`config.mk`:
```
export PLATFORM = sky130hd
export DESIGN_NAME = ordered_list_table_engine_unit_flat
export DESIGN_NICKNAME = d
export VERILOG_FILES = /design/src/design/olte_pkg.sv /design/src/design/olte_if.sv /design/src/design/olte_cell.sv /design/src/design/ordered_list_table_engine_unit.sv /design/src/flat_wrapper.sv
export SDC_FILE = /design/constraint.sdc
export NUM_CORES = 1
export LEC_CHECK = 0
export BUFFER_PORTS_ARGS = -buffer_cell sky130_fd_sc_hd__buf_2
export CAP_MARGIN = 40
export CELL_PAD_IN_SITES_DETAIL_PLACEMENT = 0
export CELL_PAD_IN_SITES_GLOBAL_PLACEMENT = 1
export CORE_MARGIN = 3
export CORE_UTILIZATION = 30
export DETAILED_ROUTE_END_ITERATION = 7
export PLACE_DENSITY_LB_ADDON = 0.1
export SETUP_SLACK_MARGIN = 0.15
export SLEW_MARGIN = 20
export SYNTH_ARGS = -nofsm -noshare
export SYNTH_HDL_FRONTEND = slang
export SYNTH_HIERARCHICAL = 1
export SYNTH_SLANG_ARGS = --single-unit
```
`constraint.sdc`:
```
create_clock -name clock -period 6.6 [get_ports clock]
set_clock_uncertainty 0.2 [all_clocks]
set_input_delay 1.32 -clock clock [delete_from_list [all_inputs] [get_ports clock]]
set_output_delay 1.32 -clock clock [all_outputs]
set_load 0.02 [all_outputs]
```
`src/design/olte_pkg.sv`:
```
package olte_pkg;

   localparam int REQ_W    = 3;
   localparam int WORD_W   = 32;
   localparam int STATUS_W = 2;
   localparam int COUNT_W  = 5;

   typedef logic [WORD_W-1:0]  word_type;
   typedef logic [COUNT_W-1:0] count_out_type;

   typedef enum logic [REQ_W-1:0] {
      RQ_APPEND,
      RQ_DELETE,
      RQ_LOOKUP,
      RQ_REWIND,
      RQ_NEXT
   } req_code_type;

   typedef enum logic [STATUS_W-1:0] {
      ST_OK,
      ST_NOT_FOUND,
      ST_FULL,
      ST_NO_NEXT
   } status_type;

   typedef enum logic [1:0] {
      FSM_IDLE,
      FSM_CMP,
      FSM_UPD
   } fsm_type;

   // broadcast to every cell in the update cycle
   typedef struct packed {
      logic append_en;
      logic delete_en;
   } cell_ctl_type;

   // rippled from the head cell towards the tail
   typedef struct packed {
      logic seen;
      logic before_cur;
   } chain_type;

endpackage

```
`src/design/olte_if.sv`:
```
interface olte_req_if;
   logic                        valid;
   logic                        ready;
   logic [olte_pkg::REQ_W-1:0]  req_type;
   olte_pkg::word_type          item_value;

   modport source (output valid, req_type, item_value, input ready);
   modport sink   (input valid, req_type, item_value, output ready);
endinterface

interface olte_rsp_if;
   logic                           valid;
   logic                           ready;
   logic [olte_pkg::STATUS_W-1:0]  status;
   logic                           found;
   olte_pkg::word_type             read_value;
   logic                           has_more;
   olte_pkg::count_out_type        entry_count;
   logic                           is_empty;

   modport source (output valid, status, found, read_value, has_more, entry_count, is_empty,
                   input ready);
   modport sink   (input valid, status, found, read_value, has_more, entry_count, is_empty,
                   output ready);
endinterface

```
`src/design/olte_cell.sv`:
```
module olte_cell #(
   parameter int ItemW   = 32,
   parameter int CntW    = 5,
   parameter int CellIdx = 0
) (
   input  logic                  clock,
   input  logic [ItemW-1:0]      key,
   input  logic [CntW-1:0]       count,
   input  logic [CntW-1:0]       cursor,
   input  olte_pkg::cell_ctl_type ctl,
   input  logic [ItemW-1:0]      next_data,
   input  olte_pkg::chain_type   chain_in,
   output olte_pkg::chain_type   chain_out,
   input  logic [ItemW-1:0]      rd_in,
   output logic [ItemW-1:0]      rd_out,
   output logic [ItemW-1:0]      data
);

   localparam logic [CntW-1:0] MyIdx = CntW'(CellIdx);

   logic [ItemW-1:0] data_ff, data_in;
   logic             match_ff, below_ff, at_cur_ff;

   always_ff @(posedge clock) begin
      match_ff  <= (data_ff == key) && (MyIdx < count);
      below_ff  <= (MyIdx < cursor);
      at_cur_ff <= (MyIdx == cursor);
      data_ff   <= data_in;
   end

   assign chain_out.seen       = chain_in.seen | match_ff;
   assign chain_out.before_cur = chain_in.before_cur | (match_ff & below_ff);
   assign rd_out               = rd_in | (at_cur_ff ? data_ff : '0);
   assign data                 = data_ff;

   // delete: every cell from the first match onwards takes its upper neighbour
   always_comb begin
      data_in = data_ff;
      if (ctl.append_en && (MyIdx == count)) begin
         data_in = key;
      end else if (ctl.delete_en && chain_out.seen) begin
         data_in = next_data;
      end
   end

endmodule

```
`src/design/ordered_list_table_engine_unit.sv`:
```
// channel | dir | words
// req_chan | in  | req_type, item_value
// rsp_chan | out | status, found, read_value, has_more, entry_count, is_empty
//
// Each word passes a compare step in every cell, then shift/capture and result.
// A new request is taken while the result is loaded, so requests follow back to back.
// The ripple through the cell row (first match, cursor read) sets the update-cycle path.
// A result waiting on rsp_chan stalls the update cycle until it is taken.
// Synchronous reset empties the list and clears the cursor; cell data is not cleared.
module ordered_list_table_engine_unit #(
   parameter int CAPACITY   = 16,
   parameter int ITEM_WIDTH = 32
) (
   input logic         clock,
   input logic         reset,
   olte_req_if.sink    req_chan,
   olte_rsp_if.source  rsp_chan
);

   localparam int StoreW = (ITEM_WIDTH > olte_pkg::WORD_W) ? olte_pkg::WORD_W : ITEM_WIDTH;
   localparam int CntW   = $clog2(CAPACITY + 1);
   localparam logic [CntW-1:0] CapCnt = CntW'(CAPACITY);

   olte_pkg::fsm_type           state_ff, state_in;
   logic [olte_pkg::REQ_W-1:0]  op_ff;
   logic [StoreW-1:0]           key_ff;
   logic [CntW-1:0]             count_ff, count_in;
   logic [CntW-1:0]             cursor_ff, cursor_in;
   logic                        rsp_valid_ff, rsp_valid_in;
   olte_pkg::status_type        status_ff, status_in;
   logic                        found_ff, found_in;
   logic [StoreW-1:0]           rd_ff, rd_in;
   logic                        more_ff;
   logic [CntW-1:0]             cnt_out_ff;

   logic                        ready, accept, load_rsp, out_free, full;
   olte_pkg::cell_ctl_type      ctl;
   olte_pkg::chain_type         chain [CAPACITY+1];
   logic [StoreW-1:0]           rd_chain [CAPACITY+1];
   logic [StoreW-1:0]           cell_data [CAPACITY+1];

   assign chain[0]            = '0;
   assign rd_chain[0]         = '0;
   assign cell_data[CAPACITY] = '0;

   for (genvar g = 0; g < CAPACITY; g++) begin : g_cell
      olte_cell #(
         .ItemW   (StoreW),
         .CntW    (CntW),
         .CellIdx (g)
      ) u_cell (
         .clock     (clock),
         .key       (key_ff),
         .count     (count_ff),
         .cursor    (cursor_ff),
         .ctl       (ctl),
         .next_data (cell_data[g+1]),
         .chain_in  (chain[g]),
         .chain_out (chain[g+1]),
         .rd_in     (rd_chain[g]),
         .rd_out    (rd_chain[g+1]),
         .data      (cell_data[g])
      );
   end

   assign out_free = !rsp_valid_ff || rsp_chan.ready;
   assign accept   = req_chan.valid && ready;
   assign full     = (count_ff >= CapCnt);

   always_ff @(posedge clock) begin
      if (reset) begin
         state_ff     <= olte_pkg::FSM_IDLE;
         count_ff     <= '0;
         cursor_ff    <= '0;
         rsp_valid_ff <= 1'b0;
      end else begin
         state_ff     <= state_in;
         count_ff     <= count_in;
         cursor_ff    <= cursor_in;
         rsp_valid_ff <= rsp_valid_in;
      end
   end

   always_ff @(posedge clock) begin
      if (accept) begin
         op_ff  <= req_chan.req_type;
         key_ff <= StoreW'(req_chan.item_value);
      end
      if (load_rsp) begin
         status_ff  <= status_in;
         found_ff   <= found_in;
         rd_ff      <= rd_in;
         more_ff    <= (cursor_in < count_in);
         cnt_out_ff <= count_in;
      end
   end

   always_comb begin
      state_in = state_ff;
      ready    = 1'b0;
      load_rsp = 1'b0;
      case (state_ff)
         olte_pkg::FSM_IDLE: begin
            ready = 1'b1;
            if (req_chan.valid) begin
               state_in = olte_pkg::FSM_CMP;
            end
         end
         olte_pkg::FSM_CMP: begin
            state_in = olte_pkg::FSM_UPD;
         end
         olte_pkg::FSM_UPD: begin
            if (out_free) begin
               load_rsp = 1'b1;
               ready    = 1'b1;
               state_in = req_chan.valid ? olte_pkg::FSM_CMP : olte_pkg::FSM_IDLE;
            end
         end
         default: begin
            state_in = olte_pkg::FSM_IDLE;
         end
      endcase
      if (reset) begin
         ready = 1'b0;
      end
   end

   always_comb begin
      rsp_valid_in = rsp_valid_ff && !rsp_chan.ready;
      if (load_rsp) begin
         rsp_valid_in = 1'b1;
      end
   end

   always_comb begin
      count_in      = count_ff;
      cursor_in     = cursor_ff;
      status_in     = olte_pkg::ST_OK;
      found_in      = 1'b0;
      rd_in         = '0;
      ctl.append_en = 1'b0;
      ctl.delete_en = 1'b0;
      if (load_rsp) begin
         case (op_ff)
            olte_pkg::RQ_APPEND: begin
               if (full) begin
                  status_in = olte_pkg::ST_FULL;
               end else begin
                  ctl.append_en = 1'b1;
                  count_in      = CntW'(count_ff + 1'b1);
                  if (cursor_ff >= count_ff) begin
                     cursor_in = CntW'(count_ff + 1'b1);
                  end
               end
            end
            olte_pkg::RQ_DELETE: begin
               if (!chain[CAPACITY].seen) begin
                  status_in = olte_pkg::ST_NOT_FOUND;
               end else begin
                  found_in      = 1'b1;
                  ctl.delete_en = 1'b1;
                  count_in      = CntW'(count_ff - 1'b1);
                  if (chain[CAPACITY].before_cur) begin
                     cursor_in = CntW'(cursor_ff - 1'b1);
                  end else if (cursor_ff > CntW'(count_ff - 1'b1)) begin
                     cursor_in = CntW'(count_ff - 1'b1);
                  end
               end
            end
            olte_pkg::RQ_LOOKUP: begin
               found_in = chain[CAPACITY].seen;
               if (!chain[CAPACITY].seen) begin
                  status_in = olte_pkg::ST_NOT_FOUND;
               end
            end
            olte_pkg::RQ_REWIND: begin
               cursor_in = '0;
            end
            olte_pkg::RQ_NEXT: begin
               if (cursor_ff < count_ff) begin
                  rd_in     = rd_chain[CAPACITY];
                  cursor_in = CntW'(cursor_ff + 1'b1);
               end else begin
                  status_in = olte_pkg::ST_NO_NEXT;
               end
            end
            default: begin
            end
         endcase
      end
   end

   assign req_chan.ready       = ready;
   assign rsp_chan.valid       = rsp_valid_ff;
   assign rsp_chan.status      = status_ff;
   assign rsp_chan.found       = found_ff;
   assign rsp_chan.read_value  = olte_pkg::word_type'(rd_ff);
   assign rsp_chan.has_more    = more_ff;
   assign rsp_chan.entry_count = olte_pkg::count_out_type'(cnt_out_ff);
   assign rsp_chan.is_empty    = (cnt_out_ff == '0);

`ifndef ASSERT_OFF
   a_count_cap: assert property (@(posedge clock) disable iff (reset)
      count_ff <= CapCnt)
      else $error("stored count above capacity");

   a_cursor_range: assert property (@(posedge clock) disable iff (reset)
      cursor_ff <= count_ff)
      else $error("cursor beyond stored count");

   a_accept_cmp: assert property (@(posedge clock) disable iff (reset)
      accept |=> state_ff == olte_pkg::FSM_CMP)
      else $error("accepted word did not enter compare");

   a_upd_stall: assert property (@(posedge clock) disable iff (reset)
      (state_ff == olte_pkg::FSM_UPD && rsp_valid_ff && !rsp_chan.ready)
         |=> state_ff == olte_pkg::FSM_UPD && $stable(count_ff) && $stable(cursor_ff))
      else $error("update went ahead over a waiting result");

   a_delete_found: assert property (@(posedge clock) disable iff (reset)
      ctl.delete_en |-> chain[CAPACITY].seen && count_ff != '0)
      else $error("delete shift without a match");
`endif

endmodule

```
`src/flat_wrapper.sv`:
```
// flat-port wrapper written by rule: the top's interface ports become plain ports
module ordered_list_table_engine_unit_flat 
#(
   parameter int CAPACITY   = 16,
   parameter int ITEM_WIDTH = 32
)
  (clock, reset, req_chan_valid, req_chan_req_type, req_chan_item_value, req_chan_ready, rsp_chan_valid, rsp_chan_status, rsp_chan_found, rsp_chan_read_value, rsp_chan_has_more, rsp_chan_entry_count, rsp_chan_is_empty, rsp_chan_ready);
  olte_req_if req_chan_i ();
  olte_rsp_if rsp_chan_i ();
  input logic clock;
  input logic reset;
  input wire logic [$bits(req_chan_i.valid)-1:0] req_chan_valid;
  input wire logic [$bits(req_chan_i.req_type)-1:0] req_chan_req_type;
  input wire logic [$bits(req_chan_i.item_value)-1:0] req_chan_item_value;
  output wire logic [$bits(req_chan_i.ready)-1:0] req_chan_ready;
  output wire logic [$bits(rsp_chan_i.valid)-1:0] rsp_chan_valid;
  output wire logic [$bits(rsp_chan_i.status)-1:0] rsp_chan_status;
  output wire logic [$bits(rsp_chan_i.found)-1:0] rsp_chan_found;
  output wire logic [$bits(rsp_chan_i.read_value)-1:0] rsp_chan_read_value;
  output wire logic [$bits(rsp_chan_i.has_more)-1:0] rsp_chan_has_more;
  output wire logic [$bits(rsp_chan_i.entry_count)-1:0] rsp_chan_entry_count;
  output wire logic [$bits(rsp_chan_i.is_empty)-1:0] rsp_chan_is_empty;
  input wire logic [$bits(rsp_chan_i.ready)-1:0] rsp_chan_ready;
  assign req_chan_i.valid = req_chan_valid;
  assign req_chan_i.req_type = req_chan_req_type;
  assign req_chan_i.item_value = req_chan_item_value;
  assign req_chan_ready = req_chan_i.ready;
  assign rsp_chan_valid = rsp_chan_i.valid;
  assign rsp_chan_status = rsp_chan_i.status;
  assign rsp_chan_found = rsp_chan_i.found;
  assign rsp_chan_read_value = rsp_chan_i.read_value;
  assign rsp_chan_has_more = rsp_chan_i.has_more;
  assign rsp_chan_entry_count = rsp_chan_i.entry_count;
  assign rsp_chan_is_empty = rsp_chan_i.is_empty;
  assign rsp_chan_i.ready = rsp_chan_ready;
  ordered_list_table_engine_unit #(.CAPACITY(CAPACITY), .ITEM_WIDTH(ITEM_WIDTH)) u_core (.clock(clock), .reset(reset), .req_chan(req_chan_i), .rsp_chan(rsp_chan_i));
endmodule
```
==> out/qor.yml, run 1 <==
crit_path_end_kind: "register"
grt_busiest_layer: "met2"
drt_wl_total_um: 148500
pre_cts_ws_ps: -451.4
fillCellCount: 12770
multi_input_area_sq_mm: 0.01977
synth_cell_types: 89
tightest_slew_ps: 911.8
routedWlPerCell_um: 29.96
drt_iter0_markers: 1890
ys.flop_type: "edfxtp_1"
required_ps: 6900
powerDensity_mw_per_mm2: 217.4
cp-start-kind: "register"
grt_start_max_net_pins: 43
antenna_found_initial: 4
synth_seq_area_share_pct: 47.85
slew_viol_final: 0
final-seq-area_sq_mm: 0.01889
place_area_sq_mm: 0.04254
dp_hpwl_um: 109000
totalPowerFinal_uw: 9878
min_path_type: "register to register"
synth_common_cells: "edfxtp_1 (588), a21o_1 (540), mux2_4 (406)"
synth_top_area_cell: "edfxtp_1"
first_pass_iters: 5
arrival_ps: 6820
grt_pass1_wl_um: 208800
p_leak_uw: 0.01838
cts_sinks: 649
period_minus_slack_ps: 6514
synth_most_common_cell: "edfxtp_1"
setup_viol: 0
die_h_um: 368.7
io_buffers: 82
worst_slew_margin_rel_pct: 39.21
crit_top_cell: "or2_4"
rows: 132
synth.avg_cell_area_sq_um: 13.69
yosys-top-cells-area: "edfxtp_1 (45%), mux2_4 (15%), a21o_1 (10%), xor2_1 (8.3%), xnor2_1 (3.2%)"
fin_crit_sh_pct: 98.70
grt_use_met2_pct: 37.12
rsz0062_at_grt: "yes"
worstSetupPathType: "register to register"
core_area_sq_mm: 0.1300
syn_area_sq_mm: 0.03945
layout-drive-gt1-share_pct: 29.73
cts.clk_slew.worst_paths_ps: 60
cts_tree: "built"
drc: 0
clock.fmax_ghz: 0.1535
ys.warnings.count: 6
nets: 3202
syn2layout_area_growth_pct: 15.18
ioPinCount: 83
cp_slowest_cell: "dfxtp_2"
synthArstFlopShare_pct: 0
dr_total_vias: 25320
status: "finished clean"
hold_violations: 0
synth_edf_count: 588
postCtsHoldBufs: 0
place_congestion: 0.8186
tns_ps: 0
clkLatencyLatePin_ps: 690
htreeDepth: 3
die-area_sq_mm: 0.1359
syn_inst: 2883
root_buffer: "clkbuf_16"
cap_violations: 0
grt.total_usage_pct: 21.44
fp.dieW_um: 368.7
yosysTopAreaCellShare_pct: 44.75
initial_core_util_pct: 30.35
worst_slack_ps: 85.94
fin_util_pct: 34.96
slowest_delay_ps: 320
critPathMaxFanout: 4
viasPerCell: 5.109
ys_ff_latch: 649
grt.met3_usage_pct: 2.922
antenna_left: 0
cts-buffers-inserted: 83
clockBufferDepth: 3
grt_overflow: 0
final_area_sq_mm: 0.04544
grt_pass1_vias: 26920
ir_drop_mv: 0.1677
use_met1_pct: 27.30
-- registers in the layout, indices dropped and copies added, names as in the netlist --
register and flops:
u_core/rsp_chan.found 1, u_core/g_cell.u_cell/data 512, u_core/rsp_chan.entry_count 5, u_core/rsp_chan.read_value 32, u_core/state_ff 2, u_core/key_ff 32
u_core/rsp_chan.has_more 1, u_core/rsp_chan.valid 1, u_core/count_ff 5, u_core/g_cell.u_cell/at_cur_ff 16, u_core/rsp_chan.status 2, u_core/g_cell.u_cell/match_ff 16
u_core/op_ff 3, u_core/g_cell.u_cell/below_ff 16, u_core/cursor_ff 5
-- cells in the final DEF, fill, tap and decap left out, drive strengths merged, types with 5 or more instances in the layout --
cell / count
edfxtp: 588
a21o: 542
mux2: 513
xor2: 373
buf: 229
xnor2: 147
nor4: 113
clkbuf: 96
conb: 66
dfxtp: 61
nand4: 55
nand2: 48
and2: 40
nor2: 39
clkinv: 32
inv: 28
nor3: 23
nand3: 22
o21ai: 20
ha: 18
or2: 17
a21oi: 15
bufinv: 12
nand2b: 8
and3: 8
clkinvlp: 7
a22oi: 7
nor2b: 6
a211oi: 5
or3: 5
or4: 5
-- power by group --
group          switching [uW]  leakage (uW)  internal [uW]
logic                     394        0.0112            215
clock network            1950       0.00137           2850
registers                20.4       0.00579           4450
-- worst max-delay path, delay by kind of cell (launching register included) --
| family | cells | cell delay, ps |
|---|---|---|
| adder cells (fa/ha/maj) | 1 | 270 |
| flip-flops | 1 | 320 |
| AO/OA/AOI/OAI | 6 | 1020 |
| buffers and inverters | 1 | 170 |
| AND/OR/NAND/NOR | 21 | 4320 |
-- path summary, 6_finish.rpt --
check | start | end | slack [ps] | cells after the start
worst min-delay path | u_core/rsp_chan.valid | u_core/rsp_chan.valid | 380 | 2
worst max register to register | u_core/g_cell[0].u_cell/match_ff | u_core/rsp_chan.has_more | 90 | 29
worst min register to register | u_core/rsp_chan.valid | u_core/rsp_chan.valid | 380 | 2
worst max-delay path | u_core/g_cell[0].u_cell/match_ff | u_core/rsp_chan.has_more | 90 | 29
-- through the flow --
stage | hold slack [ps] | cells
after floorplan | 343.6 | 2948
after global placement | 365.5 | 4783
after detailed placement | 377.7 | 4798
after CTS | 385.9 | 4953
after global routing | 412.9 | 4954
final | 380.1 | 4955
-- per-layer routing --
| metal | share of wire (%) | wire (um) | vias up |
|---|---|---|---|
| met3 | 3.3 | 4960 | 215 |
| met1 | 43 | 64390 | 13120 |
| met5 | 0 | 0 | - |
| met4 | 3.7 | 5526 | 0 |
| li1 | - | - | 11380 |
| met2 | 50 | 73580 | 606 |
-- kinds of logic after synthesis --
kind of cell / Yosys count / synth area share, %
other cells: 1 / 0.009505
mux: 514 / 18.53
fa+ha+maj: 18 / 0.5708
buf+inv: 140 / 2.876
xor+xnor: 520 / 11.56
simple gates: 407 / 6.571
compound gates: 634 / 12.03
flops: 649 / 47.85
-- cell type report --
class | instances | area share, %
Tap cell | 1742 | 4.796
Clock buffer | 96 | 4.813
Inverter | 23 | 0.1955
Timing Repair Buffer | 229 | 3.725
Multi-Input combinational cell | 2159 | 43.50
Sequential cell | 649 | 41.57
Clock inverter | 56 | 1.393
Antenna cell | 1 | 0.005507
-- what timing repair did --
item / in CTS / in global routing
pin swaps: 7 / 10
resized for setup: 9 / 3
setup buffers: 3 / 0
endpoints found under the setup margin: 1 / 1
(Power assumes the default switching activity.)
==> inputs of run 2 (changes only) <==
--- a/config.mk
+++ b/config.mk
@@ -5,12 +5,14 @@
 export SDC_FILE = /design/constraint.sdc
 export NUM_CORES = 1
 export LEC_CHECK = 0
+export ABC_AREA = 1
 export BUFFER_PORTS_ARGS = -buffer_cell sky130_fd_sc_hd__buf_2
 export CAP_MARGIN = 40
 export CELL_PAD_IN_SITES_DETAIL_PLACEMENT = 0
 export CELL_PAD_IN_SITES_GLOBAL_PLACEMENT = 1
 export CORE_MARGIN = 3
 export CORE_UTILIZATION = 30
+export CTS_BUF_LIST = sky130_fd_sc_hd__clkbuf_16
 export DETAILED_ROUTE_END_ITERATION = 7
 export PLACE_DENSITY_LB_ADDON = 0.1
 export SETUP_SLACK_MARGIN = 0.15
==> run 2 against run 1 <==
Against the previous run: via count is 41% higher; worst setup slack better by 330 ps; flip-flop and latch count stayed put; clock power hardly changed; critical path depth is 4 lower; critical path type unchanged.
==> out/qor.yml, run 2 <==
layout_common_cells: "nand2_1 (1666), inv_1 (814), edfxtp_1 (588)"
crit_path_end_kind: "register"
drt_iter0_markers: 3180  # +68%
p_leak_uw: 0.02280  # +24%
ioPinCount: 83  # unchanged
cp-startpoint: "u_core/g_cell[0].u_cell/match_ff"
tightest_slew_ps: 992.5  # +80.71 ps
min_path_type: "register to register"
cts.clk_slew.worst_paths_ps: 60  # about the same
dr_total_vias: 35760  # +41%
reg2reg_from: "u_core/g_cell[0].u_cell/match_ff"
layout-drive-gt1-share_pct: 13.90  # -16 points
first_pass_iters: 6  # +1
synth_most_common_cell: "nand2_1"
synth_edf_count: 588  # unchanged
grt_start_max_net_pins: 66  # +53%
crit_top_cell: "or2_4"
fp.dieW_um: 381.3  # +3.4%
synth_top_area_cell: "edfxtp_1"
holdWs_ps: 279.9  # -100.1 ps
viasPerCell: 4.872  # -4.6%
syn_inst: 5170  # +79%
syn2layout_area_growth_pct: 14.76
largest_register_ffs: 512  # unchanged
slowest_delay_ps: 310  # about the same
cts-buffers-inserted: 87  # +4.8%
yosysTopAreaCellShare_pct: 41.78  # -3.0 points
reg2reg_slack_ps: 420  # +330 ps
cp-start-kind: "register"
worstSetupPathType: "register to register"
antenna_left: 0  # unchanged
drt_wl_total_um: 193400  # +30%
synth_seq_area_share_pct: 44.67  # -3.2 points
ir_drop_mv: 0.1806  # +7.7%
slew_viol_final: 0  # unchanged
tns_ps: 0  # unchanged
yosys-top-cells-area: "edfxtp_1 (42%), nand2_1 (15%), inv_1 (7.1%), o21bai_1 (5.5%), o21ai_2 (4.4%)"
powerDensity_mw_per_mm2: 206.2  # -5.1%
crit_buf_inv: 5  # +4
endpoint: "u_core/g_cell[0].u_cell/data[28]"
postCtsHoldBufs: 0  # unchanged
clockBufferDepth: 3  # unchanged
drc: 0  # unchanged
ys_ff_latch: 649  # unchanged
die_h_um: 381.3  # +3.4%
synthArstFlopShare_pct: 0  # unchanged
cap_violations: 0  # unchanged
cts_tree: "built"
status: "finished clean"
synth.avg_cell_area_sq_um: 8.175  # -40%
grt_overflow: 0  # unchanged
arrival_ps: 6390  # -430 ps
grt.total_usage_pct: 25.97  # +4.5 points
totalPowerFinal_uw: 10000  # +1.2%
synth_cell_types: 58  # -35%
rows: 137  # +3.8%
period_minus_slack_ps: 6183  # -331.0 ps
die-area_sq_mm: 0.1454  # +7.0%
synth_common_cells: "nand2_1 (1682), inv_1 (800), edfxtp_1 (588)"
ys.warnings.count: 6  # unchanged
ys.flop_type: "edfxtp_1"
grt_pass1_vias: 35080  # +30%
place_congestion: 0.8834  # +7.9%
clock.fmax_ghz: 0.1617  # +5.4%
syn_area_sq_mm: 0.04226  # +7.1%
routedWlPerCell_um: 26.35  # -12%
r2r_cells: 25  # -14%
core_area_sq_mm: 0.1397  # +7.5%
root_buffer: "clkbuf_16"
hp-start: "u_core/state_ff[1]"
cp_num_cells: 25  # -14%
io_buffers: 82  # unchanged
final_common_cell: "nand2_1"
cts_sinks: 649  # unchanged
hold_violations: 0  # unchanged
r2r_end: "u_core/g_cell[0].u_cell/data[28]"
worst_slew_margin_rel_pct: 33.83  # -5.4 points
setup_viol: 0  # unchanged
htreeDepth: 3  # unchanged
rsz0062_at_grt: "no"
required_ps: 6800  # -100 ps
nets: 5448  # +70%
initial_core_util_pct: 30.25  # -0.10 points
critPathMaxFanout: 32  # +28
cts_setup_buffers: 0  # -3
fin_util_pct: 34.72  # -0.25 points
fin_crit_sh_pct: 93.68  # -5.0 points
clkLatencyLatePin_ps: 730  # +40 ps
dp_hpwl_um: 138600  # +27%
cp_slowest_cell: "dfxtp_1"
grt_pass1_wl_um: 269600  # +29%
cp_top_family: "simple AND/OR/NAND/NOR gates"
antenna_found_initial: 10  # +6
[run 2: changes by cell type after synthesis, moves of 173 or more]
cell      previous run  this run
a21o_1             540       222
o21bai_1             3       307
nor2_1              36       349
xor2_1             373        30
o21ai_0             19       192
nand2_1             46      1682
inv_1               20       800
o21ai_2              1       214
mux2_4             406        54
[run 2: worst min-delay path by stage]
stage,end,slack (ps),depth (start not counted)
after floorplan,u_core/state_ff[1],240,1
after global placement,u_core/state_ff[1],260,1
after detailed placement,u_core/state_ff[1],260,1
after CTS,u_core/state_ff[1],270,1
after global routing,u_core/state_ff[1],320,1
final,u_core/state_ff[1],280,1
[run 2: worst reg2reg max path, cell delays in order (launching register included)]
cell	delay, ps
dfxtp_1	310
or2_2	300
or2_2	290
or2_4	250
or2_2	290
or2_4	250
or2_4	250
or2_2	290
or2_2	290
or2_2	300
or2_2	290
or2_4	240
or2_4	240
or2_4	240
or2_4	240
or2_4	250
or2_4	250
inv_4	80
nor2_8	50
inv_2	70
buf_4	120
nor2_2	30
buf_4	250
nand2_1	160
nand2_2	70
buf_12	220
[run 2: cell families after synthesis]
group	count (synthesis)	share of synthesized area, %
other	1	0.008873
buffers and inverters	967	9.808
DFF	649	44.67
muxes	72	2.398
and+or+nand+nor	2258	21.56
xor gates and xnor gates	177	3.668
AOI/OAI and AO/OA	1028	17.36
adders and majority gates	18	0.5329
[run 2: final cells by class]
class / instances / area (sq um)
clock buffers: 89 / 2227
repair buffers: 213 / 1742
multi-input cells: 3619 / 19580
flip-flops and latches: 649 / 18880
fillers: 14980 / 91200
inverters: 821 / 3089
well taps: 1876 / 2347
clock inverters: 71 / 633.1
diodes: 1 / 2.502
[run 2: metal layers]
metal	vias to the layer above	GRT usage, %	wire (um)
met2	1001	44.67	94770
met5	-	0	0
met1	17550	34.56	84430
met4	0	7.194	5659
li1	16990	-	-
met3	223	2.720	8512
[run 2: stage by stage]
stage | setup WS (ps) | cell area, sq um | instances
floorplan | 202.8 | 42550 | 5235
global placement | -316.9 | 45400 | 7169
detailed placement | -296.7 | 45530 | 7175
CTS | 197.5 | 48420 | 7335
global route | 197.4 | 48500 | 7338
finish | 417.0 | 48500 | 7339
[run 2: timing repair]
item                       in CTS  in global routing
setup endpoints to repair     513                227
pin swaps                       2                  3
gates resized for setup        10                  4
[run 2: power breakdown]
group	internal [uW]	total, uW	switching, uW
clock	2740	4830	2090
sequential	4450	4470	16.9
combinational	210	700	490
total	7400	10000	2600
